--- config.mk ---
export PLATFORM = sky130hd
export DESIGN_NAME = nsic_engine_flat
export DESIGN_NICKNAME = d
export VERILOG_FILES = /design/src/rtl/nsic_pkg.sv /design/src/rtl/nsic_in_if.sv /design/src/rtl/nsic_engine.sv /design/src/flat_wrapper.sv
export SDC_FILE = /design/constraint.sdc
export NUM_CORES = 1
export LEC_CHECK = 0
export BUFFER_PORTS_ARGS = -buffer_cell sky130_fd_sc_hd__buf_2
export CAP_MARGIN = 20
export CORE_ASPECT_RATIO = 0.9
export CORE_UTILIZATION = 61
export CTS_BUF_LIST = sky130_fd_sc_hd__clkbuf_16
export CTS_CLUSTER_SIZE = 10
export DETAILED_ROUTE_END_ITERATION = 10
export PLACE_DENSITY_LB_ADDON = 0.12
export REMOVE_ABC_BUFFERS = 1
export SYNTH_ARGS = -nofsm -noshare
export SYNTH_HDL_FRONTEND = slang
export SYNTH_SLANG_ARGS = --single-unit
--- constraint.sdc ---
create_clock -name i_clk -period 6.6 [get_ports i_clk]
set_clock_uncertainty 0.1 [all_clocks]
set_input_delay 1.32 -clock i_clk [delete_from_list [all_inputs] [get_ports i_clk]]
set_output_delay 1.32 -clock i_clk [all_outputs]
set_load 0.1 [all_outputs]
--- src/rtl/nsic_pkg.sv ---
`default_nettype none
// ----------------------------------------------------------------------------
// nsic_pkg
// Shared widths, limits and result type of the non-strict inversion counter.
// ----------------------------------------------------------------------------
package nsic_pkg;

    localparam int VALUE_W = 10;
    localparam int TOTAL_W = 23;
    localparam int COUNT_W = 13;

    localparam logic [TOTAL_W-1:0] TOTAL_MAX = {TOTAL_W{1'b1}};
    localparam logic [COUNT_W-1:0] COUNT_MAX = {COUNT_W{1'b1}};

    typedef struct packed {
        logic [TOTAL_W-1:0] pair_total;
        logic               done_res;
    } t_result;

endpackage
`default_nettype wire

--- src/rtl/nsic_in_if.sv ---
`default_nettype none
// ----------------------------------------------------------------------------
// nsic_in_if
// Input channel: one sequence element per word, with end-of-sequence flag.
// ----------------------------------------------------------------------------
interface nsic_in_if
    import nsic_pkg::*;
();
    logic               valid;
    logic               ready;
    logic [VALUE_W-1:0] value;
    logic               last;

    modport source (output valid, output value, output last, input ready);
    modport sink   (input valid, input value, input last, output ready);
endinterface
`default_nettype wire

--- src/rtl/nsic_engine.sv ---
`default_nettype none
// ----------------------------------------------------------------------------
// nsic_engine
// Sequencer: Fenwick prefix query, Fenwick update and per-value count update
// over the two stores, running total, and clearing sweep.
// ----------------------------------------------------------------------------
module nsic_engine
    import nsic_pkg::*;
#(
    parameter int VALUE_RANGE = 1024,
    parameter int MAX_ITEMS   = 4096,
    localparam int AW = $clog2(VALUE_RANGE),
    localparam int TW = $clog2(MAX_ITEMS + 1)
) (
    input  wire logic          i_clk,
    input  wire logic          i_rst_n,
    nsic_in_if.sink            i_in,
    output logic               o_res_valid,
    input  wire logic          i_res_ready,
    output t_result            o_res,
    // Fenwick tree store
    output logic               o_tree_we,
    output logic [AW-1:0]      o_tree_waddr,
    output logic [TW-1:0]      o_tree_wdata,
    output logic               o_tree_re,
    output logic [AW-1:0]      o_tree_raddr,
    input  wire logic [TW-1:0] i_tree_rdata,
    // per-value count store
    output logic               o_cnt_we,
    output logic [AW-1:0]      o_cnt_waddr,
    output logic [COUNT_W-1:0] o_cnt_wdata,
    output logic               o_cnt_re,
    output logic [AW-1:0]      o_cnt_raddr,
    input  wire logic [COUNT_W-1:0] i_cnt_rdata
);
    localparam int IW = $clog2(VALUE_RANGE + 1);
    localparam int UW = IW + 1;

    typedef enum logic [2:0] {
        S_CLEAR,
        S_IDLE,
        S_QUERY,
        S_UPD,
        S_DONE
    } t_state;

    t_state             r_state;
    logic [AW-1:0]      r_clr_addr;
    logic [AW-1:0]      r_v;
    logic               r_last;
    logic [IW-1:0]      r_qi;
    logic [UW-1:0]      r_ui;
    logic [TW-1:0]      r_sum;
    logic               r_pend;
    logic               r_upd_pend;
    logic [AW-1:0]      r_upd_addr;
    logic [TOTAL_W-1:0] r_total;
    logic [TW-1:0]      r_seen;

    logic               accept;
    logic [AW-1:0]      v_in;
    logic [IW-1:0]      start_i;
    logic [IW-1:0]      q_low;
    logic [UW-1:0]      u_low;
    logic               q_issue;
    logic               q_finish;
    logic               u_issue;
    logic [TOTAL_W:0]   sum_ext;
    logic [TOTAL_W-1:0] total_sat;
    logic               seen_room;
    logic               do_inc;

    assign i_in.ready = (r_state == S_IDLE);
    assign accept     = i_in.valid && i_in.ready;

    // clamp out-of-range values to the top bucket
    always_comb begin
        if (32'(i_in.value) >= VALUE_RANGE) begin
            v_in = AW'(VALUE_RANGE - 1);
        end else begin
            v_in = AW'(i_in.value);
        end
    end

    // tree is indexed by reversed value so "not below v" is a prefix
    assign start_i  = IW'(VALUE_RANGE) - IW'(v_in);
    assign q_low    = r_qi & (~r_qi + IW'(1));
    assign u_low    = r_ui & (~r_ui + UW'(1));
    assign q_issue  = (r_state == S_QUERY) && (r_qi != '0);
    assign q_finish = (r_state == S_QUERY) && (r_qi == '0) && !r_pend;
    assign u_issue  = (r_state == S_UPD) && (r_ui <= UW'(VALUE_RANGE));

    assign sum_ext   = {1'b0, r_total} + (TOTAL_W + 1)'(r_sum);
    assign total_sat = sum_ext[TOTAL_W] ? TOTAL_MAX : sum_ext[TOTAL_W-1:0];
    assign seen_room = (r_seen < TW'(MAX_ITEMS));
    assign do_inc    = seen_room && (i_cnt_rdata < COUNT_MAX);

    always_comb begin
        o_tree_we    = 1'b0;
        o_tree_waddr = r_upd_addr;
        o_tree_wdata = i_tree_rdata + TW'(1);
        o_tree_re    = 1'b0;
        o_tree_raddr = AW'(r_qi - IW'(1));
        o_cnt_we     = 1'b0;
        o_cnt_waddr  = r_v;
        o_cnt_wdata  = i_cnt_rdata + COUNT_W'(1);
        o_cnt_re     = accept;
        o_cnt_raddr  = v_in;
        unique case (r_state)
            S_CLEAR: begin
                o_tree_we    = 1'b1;
                o_tree_waddr = r_clr_addr;
                o_tree_wdata = '0;
                o_cnt_we     = 1'b1;
                o_cnt_waddr  = r_clr_addr;
                o_cnt_wdata  = '0;
            end
            S_QUERY: begin
                o_tree_re = q_issue;
                o_cnt_we  = q_finish && do_inc;
            end
            S_UPD: begin
                o_tree_we    = r_upd_pend;
                o_tree_re    = u_issue;
                o_tree_raddr = AW'(r_ui - UW'(1));
            end
            default: begin
            end
        endcase
    end

    assign o_res_valid     = (r_state == S_DONE);
    assign o_res.pair_total = r_total;
    assign o_res.done_res   = r_last;

    always_ff @(posedge i_clk) begin
        if (!i_rst_n) begin
            r_state    <= S_CLEAR;
            r_clr_addr <= '0;
            r_total    <= '0;
            r_seen     <= '0;
            r_pend     <= 1'b0;
            r_upd_pend <= 1'b0;
        end else begin
            unique case (r_state)
                S_CLEAR: begin
                    r_clr_addr <= r_clr_addr + AW'(1);
                    if (r_clr_addr == AW'(VALUE_RANGE - 1)) begin
                        r_clr_addr <= '0;
                        r_state    <= S_IDLE;
                    end
                end
                S_IDLE: begin
                    if (accept) begin
                        r_v     <= v_in;
                        r_last  <= i_in.last;
                        r_qi    <= start_i;
                        r_ui    <= UW'(start_i);
                        r_sum   <= '0;
                        r_pend  <= 1'b0;
                        r_state <= S_QUERY;
                    end
                end
                S_QUERY: begin
                    // accumulate the node read in the previous cycle
                    if (r_pend) begin
                        r_sum <= r_sum + i_tree_rdata;
                    end
                    r_pend <= q_issue;
                    if (q_issue) begin
                        r_qi <= r_qi - q_low;
                    end
                    if (q_finish) begin
                        r_total <= total_sat;
                        if (seen_room) begin
                            r_seen <= r_seen + TW'(1);
                        end
                        r_upd_pend <= 1'b0;
                        r_state    <= do_inc ? S_UPD : S_DONE;
                    end
                end
                S_UPD: begin
                    // read-modify-write chain; addresses strictly rise
                    r_upd_pend <= u_issue;
                    if (u_issue) begin
                        r_upd_addr <= AW'(r_ui - UW'(1));
                        r_ui       <= r_ui + u_low;
                    end else if (!r_upd_pend) begin
                        r_state <= S_DONE;
                    end
                end
                S_DONE: begin
                    if (i_res_ready) begin
                        if (r_last) begin
                            r_total    <= '0;
                            r_seen     <= '0;
                            r_clr_addr <= '0;
                            r_state    <= S_CLEAR;
                        end else begin
                            r_state <= S_IDLE;
                        end
                    end
                end
                default: begin
                    r_state <= S_CLEAR;
                end
            endcase
        end
    end
endmodule
`default_nettype wire

--- src/flat_wrapper.sv ---
// flat-port wrapper written by rule: the top's interface ports become plain ports
module nsic_engine_flat import nsic_pkg::*;
#(
    parameter int VALUE_RANGE = 1024,
    parameter int MAX_ITEMS   = 4096,
    localparam int AW = $clog2(VALUE_RANGE),
    localparam int TW = $clog2(MAX_ITEMS + 1)
)
  (i_clk, i_rst_n, o_res_valid, i_res_ready, o_res, o_tree_we, o_tree_waddr, o_tree_wdata, o_tree_re, o_tree_raddr, i_tree_rdata, o_cnt_we, o_cnt_waddr, o_cnt_wdata, o_cnt_re, o_cnt_raddr, i_cnt_rdata, i_in_valid, i_in_value, i_in_last, i_in_ready);
  nsic_in_if i_in_i ();
  input  wire logic i_clk;
  input  wire logic i_rst_n;
  output logic o_res_valid;
  input  wire logic i_res_ready;
  output t_result o_res;
  output logic o_tree_we;
  output logic [AW-1:0] o_tree_waddr;
  output logic [TW-1:0] o_tree_wdata;
  output logic o_tree_re;
  output logic [AW-1:0] o_tree_raddr;
  input  wire logic [TW-1:0] i_tree_rdata;
  output logic o_cnt_we;
  output logic [AW-1:0] o_cnt_waddr;
  output logic [COUNT_W-1:0] o_cnt_wdata;
  output logic o_cnt_re;
  output logic [AW-1:0] o_cnt_raddr;
  input  wire logic [COUNT_W-1:0] i_cnt_rdata;
  input wire logic [$bits(i_in_i.valid)-1:0] i_in_valid;
  input wire logic [$bits(i_in_i.value)-1:0] i_in_value;
  input wire logic [$bits(i_in_i.last)-1:0] i_in_last;
  output wire logic [$bits(i_in_i.ready)-1:0] i_in_ready;
  assign i_in_i.valid = i_in_valid;
  assign i_in_i.value = i_in_value;
  assign i_in_i.last = i_in_last;
  assign i_in_ready = i_in_i.ready;
  nsic_engine #(.VALUE_RANGE(VALUE_RANGE), .MAX_ITEMS(MAX_ITEMS)) u_core (.i_clk(i_clk), .i_rst_n(i_rst_n), .i_in(i_in_i), .o_res_valid(o_res_valid), .i_res_ready(i_res_ready), .o_res(o_res), .o_tree_we(o_tree_we), .o_tree_waddr(o_tree_waddr), .o_tree_wdata(o_tree_wdata), .o_tree_re(o_tree_re), .o_tree_raddr(o_tree_raddr), .i_tree_rdata(i_tree_rdata), .o_cnt_we(o_cnt_we), .o_cnt_waddr(o_cnt_waddr), .o_cnt_wdata(o_cnt_wdata), .o_cnt_re(o_cnt_re), .o_cnt_raddr(o_cnt_raddr), .i_cnt_rdata(i_cnt_rdata));
endmodule
Word-level counts from Yosys, hierarchy flattened:

Cells that the tools add are included.

* input bits: 41
* logic and storage cells: 119
* output and inout bits: 96
* register bits after elaboration: 108

* reduce and logical (&&, ||, !) cells: 27
* add/sub/neg operators: 13
* equality and inequality tests: 16
* muxes and demuxes: 44
* bitwise logic cells: 4
* order comparisons: 3

Operator list (count)
* two-way mux 13 bit: 8
* two-way mux 23 bit: 4
* two-way mux 10 bit: 6
* case mux 13 bit (2 select lines): 2
* case mux 23 bit (2 select lines): 1
* adder 13 x 1 -> 13 bit (second input constant): 3
* < comparator 13 bit (second input constant): 2
* adder 23 x 13 -> 24 bit: 1
* two-way mux 12 bit: 2
* case mux 12 bit (2 select lines): 1
* two-way mux 11 bit: 2
* case mux 11 bit (2 select lines): 1
* two-way mux 3 bit: 7
* case mux 10 bit (2 select lines): 1
* subtractor 10 x 1 -> 10 bit (second input constant): 2
* inequality test 2 x 1 -> 1 bit (second input constant): 8
* AND reduction 4 bit: 4
* case mux 3 bit (5 select lines): 1
* adder 13 bit: 1
* adder 12 x 1 -> 12 bit (second input constant): 1
* adder 12 bit: 1
* AND 12 bit: 1
* <= comparator 12 x 11 -> 1 bit (second input constant): 1
* inverter 12 bit: 1
* other kinds (23): 45

Depth between registers and ports, before layout:

Gate-level depths: netlist of the first run.

* depth in word-level cells: 6
* gate-level depth with buffers: 11
* depth with buffers taken out: 10

Least setup slack after synthesis of the first run:

No wires, ideal clock.

* path type: in2out
* start: input i_cnt_rdata[6]
* end: output o_cnt_we
* path slack: 1.110 ns
* data required time: 5.180 ns
* arrival: 4.070 ns
* stages on the path: 4
* cell sequence: and4_1 -> and3_1 -> a31o_2 -> o21ai_0

* word-level cells in the longest chain between the ends: 4

Ends and longest elaborated chain
* start: declaration: line flat_wrapper.sv:27 `input wire logic [COUNT_W-1:0] i_cnt_rdata;`
* < comparator 13 bit: line nsic_engine.sv:96 `assign do_inc = seen_room && (i_cnt_rdata < COUNT_MAX);`
* logical AND 1 bit: line nsic_engine.sv:96
* logical AND 1 bit: line nsic_engine.sv:120 `o_cnt_we = q_finish && do_inc;`
* case mux 1 bit (2 select lines): line nsic_engine.sv:109 `unique case (r_state)`
* end: declaration: line flat_wrapper.sv:22 `output logic o_cnt_we;`

No other way between the ends.

Final worst setup path of the first run:

* start: register u_core.r_ui[2]
* end: output o_tree_raddr[7]

* word-level cells in the longest chain between the ends: 2

Ends and longest elaborated chain
* start: declaration: line nsic_engine.sv:52 `logic [UW-1:0] r_ui;`
* start signal: assignment: line nsic_engine.sv:158 `r_ui <= UW'(start_i);`
* start signal: assignment: line nsic_engine.sv:187 `r_ui <= r_ui + u_low;`
* subtractor 10 x 1 -> 10 bit: line nsic_engine.sv:125 `o_tree_raddr = AW'(r_ui - UW'(1));`
* two-way mux 10 bit: line nsic_engine.sv:109
* end: declaration: line flat_wrapper.sv:20 `output logic [AW-1:0] o_tree_raddr;`

No other way between the ends.

==> results.txt, run 1 <==
- Grouping stages by cell kind, the critical path spends the most delay in simple AND/OR/NAND/NOR gates.
- For the pin with the worst max-slew slack, the measured transition is 1.14 ns.
* Count of buffer and inverter cells on the critical path: 1
- Via count of the first global-routing pass: 6,402
- Core Region: 12,200 um^2
* RSZ-0062 raised after global routing: false
- Number of enable flip-flop cells after synthesis: 57
- Multi-input combinational cell area: 4640 um^2
* Clock latency reported for the late side of the worst-skew pair: 0.35 ns
* Average instance area after synthesis: 8.04 um^2
* Die area: 13,100 um^2
* Peak ir drop on the vdd network: 0.158 mV
- Setup violations remaining at the end of the flow were counted as 0.
* Max capacitance violation total: 0
- Clock transition at the register clock pins on the worst setup and hold paths after CTS: 0.07 ns
* Count of buffers added by post-CTS timing repair for setup: 0
* DRT Wirelength: 20,400 um
* Minimum clock period after layout: 4.42 ns
* I/O Buffers: 136
- Summing every instance area after synthesis gives 7720 um^2.
- Counting along the longest clock path gives a buffer depth of 2.
* Final clock period utilization by the worst path: 67.0%
- For this design, the slowest cell found on the critical path is edfxtp_1.
- Category of the worst setup path launch point: register
- Hold is met by 0.357 ns.
- For this design the ratio of total power to cell area is 167 nW/um^2.
- XOR/XNOR Fraction of Synth Area: 8.85%
- Register area: 2730 um^2
- The number of antenna diodes in the final layout is 0.
- Estimated wirelength of the detail-placed design: 15,100 um
* Largest net degree at the start of global routing: 29
* Type of the worst setup path: register to primary output
- Die Span X: 121 um
* Worst hold path class: register to register
- Number of buffers added to fix hold violations after cts: 0
* Fraction of layout cells with a size suffix above 1: 16.8%
* Vertical die dimension: 109 um
- The initial utilization of the core area, before any placement, comes to 63.4%.
* Maximum achievable frequency: 226 MHz
* Gr usage total: 31.4%
* Summed negative setup slack over all endpoints: 0 ns
* Number of antenna violations at the first check in global routing: 0
- I/O pin total: 137
- The setup check on the worst reg-to-reg path leaves a slack of 3.32 ns.
- After synthesis the netlist holds a flip-flop and latch count of 108.
- The worst pin sits at a relative slew slack of 23.4%.
- The first global-routing pass estimated 32,300 um of wire.
- DRT iter0 DRCs: 797
* Total vias in the final route: 7,427
- In the synthesized netlist, the number of instances is 960.
- Of the synthesized area, sequential elements account for 35.4%.
- Summing the areas of all compound-gate instances in the mapped netlist gives 16.8% of the synthesized area.
- The largest single stage delay on the critical path is 0.56 ns.
- In the routed layout, each cell is associated on average with a via count of 6.03.
- Number of buffers added by the clock tree synthesis step: 9
- After detailed routing, the number of remaining DRC violations is 0.
- Area after DPL: 8420 um^2
* Synth unique cells: 68
- CTS built an H-tree with a depth of 3.
- The worst path meets setup with 2.18 ns of slack.
- Clock Sinks: 108
- Row count: 38
- Detail-routed net length per standard cell: 16.5 um
* Total count of max-transition violations in the final report: 0
- Critical Path Most Common Cell: nor2_1
* Layout filler cell count: 1,017
* Syn-to-layout area delta: 13.6%
* Nature of the critical path endpoint: primary output
- Routability-driven placement finished with a final weighted congestion of 0.886.
- Counting flops with an async set or reset pin after synthesis yields a share of 0%.
- The number of gates resized after CTS was 0.
- For this run, the share of the core covered by cells in the final layout is 72.0%.
- The pre-antenna-repair detailed-routing pass consisted of 5 iterations.
* Total number of yosys warnings: 0
- CTS tree: done
* Setup Slack @ Placement: 2.40 ns
- Post-synthesis share of cell area spent on and, or, nand and nor gates: 26.1%
- Among all flip-flop cells after synthesis, the most frequent one is edfxtp_1.
- Required @ worst endpoint: 5.18 ns
* Static leakage: 3.76 nW
- Of all nets on the critical path, the largest fanout is 13.
- In the final design database the tool counted 1,151 nets.
* Number of nets with antenna violations after detailed routing: 0
- The flow ran to the end, and the final reports show no timing, DRC or antenna violations.
- After global routing the overflow that remains totals 0.
* Root buf cell: clkbuf_16
- Synthesized-area fraction occupied by adder cells: 7.17%
* Area of all placed cells without fillers: 8760 um^2
- The final number of hold-violating endpoints was 0.
- Fraction of synthesized area in multiplexers: 1.07%
* Worst EP arrival: 3.00 ns
* Combinational family with the most area after synthesis: simple AND/OR/NAND/NOR gates
- The critical path goes through or3_4 > or3_1 > nor2_1 > xor2_1 > nor2_1 > a31oi_1 > buf_2.
-- where the power goes --
part	internal, mW	leakage [nW]	switching, mW
clock	0.367	0.166	0.247
combinational	0.0399	2.67	0.106
sequential	0.705	0.928	0.00252
total	1.11	3.76	0.355
-- state kept, by name (all words and copies together), names as in the netlist, 3 cells and up --
| signal | count |
|---|---|
| u_core.r_clr_addr | 10 |
| u_core.r_qi | 11 |
| u_core.r_seen | 13 |
| u_core.r_state | 3 |
| u_core.r_sum | 13 |
| u_core.r_total | 23 |
| u_core.r_ui | 12 |
| u_core.r_upd_addr | 10 |
| u_core.r_v | 10 |
-- layout make-up --
| cell class | instances | area share [%] |
|---|---|---|
| multi-input combinational | 773 | 52.9 |
| clock buffer | 9 | 2.57 |
| inverter | 30 | 1.28 |
| tap | 160 | 2.28 |
| timing repair buffer | 145 | 8.54 |
| clock inverter | 7 | 1.24 |
| sequential | 108 | 31.2 |
-- cells in the final DEF, fill, tap and decap left out, types with 6 or more instances in the layout --
cell / instances
o21a_1: 9
o21ai_0: 67
inv_1: 31
nand4_1: 12
a21o_1: 7
xnor2_1: 34
or3_1: 21
or2_2: 7
a31oi_1: 6
nand2b_1: 10
and3_1: 17
ha_1: 41
o31a_1: 6
nand2_1: 169
o22ai_1: 6
nor3_1: 31
and2_1: 8
clkbuf_16: 9
nor2b_1: 9
dfxtp_1: 51
edfxtp_1: 57
nor2_1: 97
mux2i_1: 6
buf_4: 9
xor2_1: 44
a211oi_1: 8
buf_2: 136
a21oi_1: 57
nand3_1: 34
-- logic make-up (layout without fill, tap and decap cells) --
logic type                 Yosys count  in the layout
xor gates and xnor gates            78             78
AOI/OAI and AO/OA                  209            209
DFF                                108            108
buffers and inverters               79            191
adders and majority gates           43             43
and+or+nand+nor                    435            435
muxes                                8              8
-- synthesized netlist by cell type (10+ instances only) --
cell type    n  share of area [%]
inv_1       29                1.4
clkbuf_1    27                1.3
nor2_1      97                4.7
nand2_1    169                8.2
nand2b_1    10               0.81
o21ai_0     67                4.3
nor3_1      32                2.1
a21oi_1     57                3.7
nand3_1     34                2.2
dfxtp_1     51                 13
or3_1       21                1.7
and3_1      17                1.4
edfxtp_1    57                 22
ha_1        41                6.6
buf_4       11                1.1
xor2_1      44                5.0
xnor2_1     34                3.9
nand4_1     12               0.97
-- path summary, 6_finish.rpt --
kind                                  startpoint                              end  cells past startpoint
setup / recovery        u_core.r_ui[2]$_DFFE_PP_                  o_tree_raddr[7]                      7
hold / removal    u_core.r_total[8]$_SDFFE_PN0P_   u_core.r_total[8]$_SDFFE_PN0P_                      2
setup reg to reg  u_core.r_state[0]$_SDFFE_PN0P_  u_core.r_total[17]$_SDFFE_PN0P_                      8
hold reg to reg   u_core.r_total[8]$_SDFFE_PN0P_   u_core.r_total[8]$_SDFFE_PN0P_                      2
-- worst reg2reg max path, stage by stage (launching register included) --
cell	delay [ns]
dfxtp_1	0.54
nor2_1	0.11
nand2_1	0.16
inv_1	0.11
nand3_1	0.36
nand2_1	0.44
nor2_1	1.00
o21ai_0	0.23
o21ai_0	0.15
-- through the flow --
| stage | total power [mW] | cells |
|---|---|---|
| 2_1_floorplan | 0.798 | 911 |
| 3_3_place_gp | 0.865 | 1215 |
| 3_5_place_dp | 0.867 | 1215 |
| 4_1_cts | 1.47 | 1231 |
| 5_1_grt | 1.51 | 1232 |
| 6_report | 1.47 | 1232 |
-- layer usage --
metal	share of wire [%]	routed length, um	global-route usage [%]
met5	0	0	0
met3	8.4	1710	4.86
met4	0.87	178	7.05
met2	45	9250	50.5
met1	45	9240	44.6
(Power assumes the default switching activity.)
==> run 2: changes to the inputs <==
- CORE_UTILIZATION: 61 -> 57
- clock period: 6.6 -> 4.18 ns (I/O delays scaled with it)
==> run 2 against run 1 <==
Register-to-register slack worse by 2.3 ns. Wire length is 1.6% lower. Combinational power is 58% higher. Critical path type unchanged. Hold slack better by 0.0064 ns.
==> results.txt, run 2 (same netlist as run 1, synthesis figures left out) <==
- Status: completed
* CP startpoint: u_core.r_ui[2]$_DFFE_PP_
- Count of buffers added by post-CTS timing repair for setup: 0 (unchanged)
- The number of iterations in the first detailed-routing pass came to 5 (unchanged).
- The total of buffers placed on input and output ports is 136 (unchanged).
- Minimum clock period after layout: 3.87 ns
- The worst hold margin was 0.364 ns (+0.00639 ns).
* Global route overflow: 0 (unchanged)
- The area growth from synthesis to layout is 13.4%.
- Max Buffers Root-to-Sink: 2 (unchanged)
* Proportion of power drawn by the clock network: 37.5% (-4.4 points)
- The routed wire length is 20,100 um (-1.6%).
- Number of buffers added to fix hold violations after cts: 0 (unchanged)
- Fraction of layout cells with a size suffix above 1: 17.3% (+0.56 points)
- The cell sitting at the root of the clock tree is a clkbuf_16.
- Commonest cells after routing, fill and taps aside: nand2_1, buf_2, nor2_1, o21ai_0
* Vertical die dimension: 112 um (+3.4%)
- The headroom to the max-slew limit was 42.9% (+19 points).
- The transition time at the pin with the least slew margin was 0.854 ns (-0.291 ns).
- The biggest fanout along the worst timing path is 13 (unchanged).
- Estimated wirelength of the detail-placed design: 15,200 um (+0.77%)
- Final Power: 2.16 mW (+47%)
* Critical Path Sink: o_tree_raddr[7]
- Peak ir drop on the vdd network: 0.274 mV (+74%)
- Number of nets in the final layout: 1,157 (+0.52%)
- Category of the worst setup path launch point: register
* Length of routed wiring on met1: 9940 um (+7.6%)
- Die area: 14,000 um^2 (+6.9%)
- Residual DRC count: 0 (unchanged)
* Largest register FFs: 23 (unchanged)
- Number of cells on the critical path: 7 (unchanged)
- For this run, the top clock speed supported by timing is 259 MHz.
- After layout, the worst path uses 92.5% of the clock period.
* I/O pin total: 137 (unchanged)
- Antenna diode instance count: 0 (unchanged)
- Row count: 39 (+2.6%)
* Most common library cell in the layout ignoring fill and taps: nand2_1
* FF-to-FF setup slack: 1.07 ns (-2.25 ns)
- Switching portion of total power: 26.7% (+2.6 points)
* Highest layer used for signal routing: met4
- Type of the worst setup path: register to primary output
- The total clock buffers created by CTS was 9 (unchanged).
- Worst EP arrival: 2.93 ns (-0.07 ns)
- The number of antenna-violating nets in the routed design was 0 (unchanged).
- The total number of vias came to 7,259 (-2.3%).
- Clock Sinks: 108 (unchanged)
* Detailed route wirelength on metal2: 8150 um (-12%)
* DRT iter0 DRCs: 781 (-2.0%)
* Static leakage: 3.76 nW (-0.11%)
* Chain of cells forming the critical path: or3_4 > or3_1 > nor2_1 > xor2_1 > nor2_1 > a31oi_1 > buf_2
* Count of final setup violators: 0 (unchanged)
- Nature of the critical path endpoint: primary output
- Among the stages of the critical path, the cell type that occurs most often is nor2_1.
- Power density normalized to cell area: 246 nW/um^2 (+47%)
* Switching power: 577 uW (+62%)
- The reported max-cap violation count was 0 (unchanged).
- The starting utilization of the core area was 59.7% (-3.7 points).
- The wire length of the first global-routing pass was 32,600 um (+0.83%).
- The startpoint identified for the worst register-to-register timing path is u_core.r_total[0]$_SDFFE_PN0P_.
- Largest net degree at the start of global routing: 29 (unchanged)
* CTS tree: done
* Crit path largest cell delay: 0.57 ns (about the same)
* Count of instances resized after the clock tree is built: 0 (unchanged)
- The worst register-to-register path ends at u_core.r_total[16]$_SDFFE_PN0P_.
- The overall track demand over capacity in global routing is 28.9% (-2.5 points).
* Fin. Hold Viols: 0 (unchanged)
- The relative contribution of combinational cells to total power was 10.7% (+0.8 points).
- The number of buffers and inverters on the critical path is 1 (unchanged).
- Worst hold path class: register to register
- Number of antenna violations at the first check in global routing: 0 (unchanged)
- The wire length on met3 was 1760 um (+3.1%).
* Detail-routed net length per standard cell: 16.1 um (-2.4%)
- Cell-internal power: 1.58 mW (+42%)
- Core Region: 12,900 um^2 (+6.2%)
* Clock latency reported for the late side of the worst-skew pair: 0.36 ns (about the same)
- The clock-pin slew of the registers on the worst-case setup and hold paths was 0.07 ns (about the same).
* Sequential fraction of design power: 51.8% (+3.6 points)
- The data required time of the worst path is 3.24 ns (-1.94 ns).
* RSZ-0062 raised after global routing: false
* Average vias per placed instance: 5.84 (-3.0%)
- Total count of max-transition violations in the final report: 0 (unchanged)
* Via count of the first global-routing pass: 6,381 (-0.33%)
- Placer's final routability congestion estimate: 0.927 (+4.7%)
- Core Util, Final: 67.7% (-4.3 points)
- The number of H-tree levels is 3 (unchanged).
- Biggest register: u_core.r_total
* R2R cell count: 10 (+2)
- The slowest stage of the critical path is the edfxtp_1 cell.
- Die Span X: 125 um (+3.4%)
- CP delay by family, top: simple AND/OR/NAND/NOR gates
* Largest registers in the final layout: u_core.r_total x23, u_core.r_seen x13, u_core.r_sum x13
[run 2: changes by cell type in the layout (fill, tap and decap cells not counted)]
cell,delta
clkinvlp_2,+1
clkinvlp_4,+1
bufinv_16,-3
clkinv_1,-1
buf_4,+6
inv_6,+1
clkinv_4,+1
[run 2: worst min-delay path by stage]
| stage | slack (ns) | from | cells after the start | endpoint |
|---|---|---|---|---|
| final | 0.36 | u_core.r_total[11]$_SDFFE_PN0P_ | 2 | u_core.r_total[11]$_SDFFE_PN0P_ |
| after global routing | 0.39 | u_core.r_total[4]$_SDFFE_PN0P_ | 2 | u_core.r_total[4]$_SDFFE_PN0P_ |
| after CTS | 0.37 | u_core.r_total[8]$_SDFFE_PN0P_ | 2 | u_core.r_total[8]$_SDFFE_PN0P_ |
| after detailed placement | 0.36 | u_core.r_total[8]$_SDFFE_PN0P_ | 2 | u_core.r_total[8]$_SDFFE_PN0P_ |
| after global placement | 0.35 | u_core.r_total[8]$_SDFFE_PN0P_ | 2 | u_core.r_total[8]$_SDFFE_PN0P_ |
| after floorplan | 0.36 | u_core.r_seen[5]$_SDFFE_PN0P_ | 2 | u_core.r_seen[5]$_SDFFE_PN0P_ |
[run 2: cell type report]
| class | count | area, um^2 |
|---|---|---|
| multi-input combinational | 773 | 4640 |
| fill | 1127 | 4180 |
| sequential | 108 | 2730 |
| timing repair buffer | 151 | 793 |
| clock buffer | 9 | 225 |
| tap | 164 | 205 |
| inverter | 30 | 113 |
| clock inverter | 7 | 45.0 |
[run 2: worst reg2reg max path, cell delays in order, from the launching register on]
cell and delay [ns]:
dfxtp_1 0.41, ha_1 0.22, inv_1 0.06, fa_1 0.38, nand2b_1 0.20, a21oi_1 0.22
o22ai_1 0.19, o21ai_0 0.63, nand4_1 0.21, a21o_1 0.21, a22o_1 0.17
[run 2: power by group through the flow]
stage          Combinational (mW)  Clock [mW]  Sequential, mW
2_1_floorplan               0.121           0            1.14
3_5_place_dp                0.227           0            1.14
3_3_place_gp                0.224           0            1.14
6_report                    0.230       0.808            1.12
4_1_cts                     0.229       0.823            1.12
5_1_grt                     0.248       0.864            1.12
[run 2: through the flow]
step                      std cells  setup WS [ns]  TNS, ns  area [um^2]
after floorplan                 911         -0.342    -5.07         7480
after global placement         1226          0.778        0         8480
after detailed placement       1226          0.746        0         8480
after CTS                      1242          0.329        0         8750
after global routing           1242          0.171        0         8750
final                          1242          0.315        0         8750
[run 2: layer usage]
layer  track usage [%]  vias to the layer above
met5                 0                        -
met2              40.2                      312
met1              45.3                     3304
met4              6.51                        0
met3              5.96                       20
li1                  -                     3623
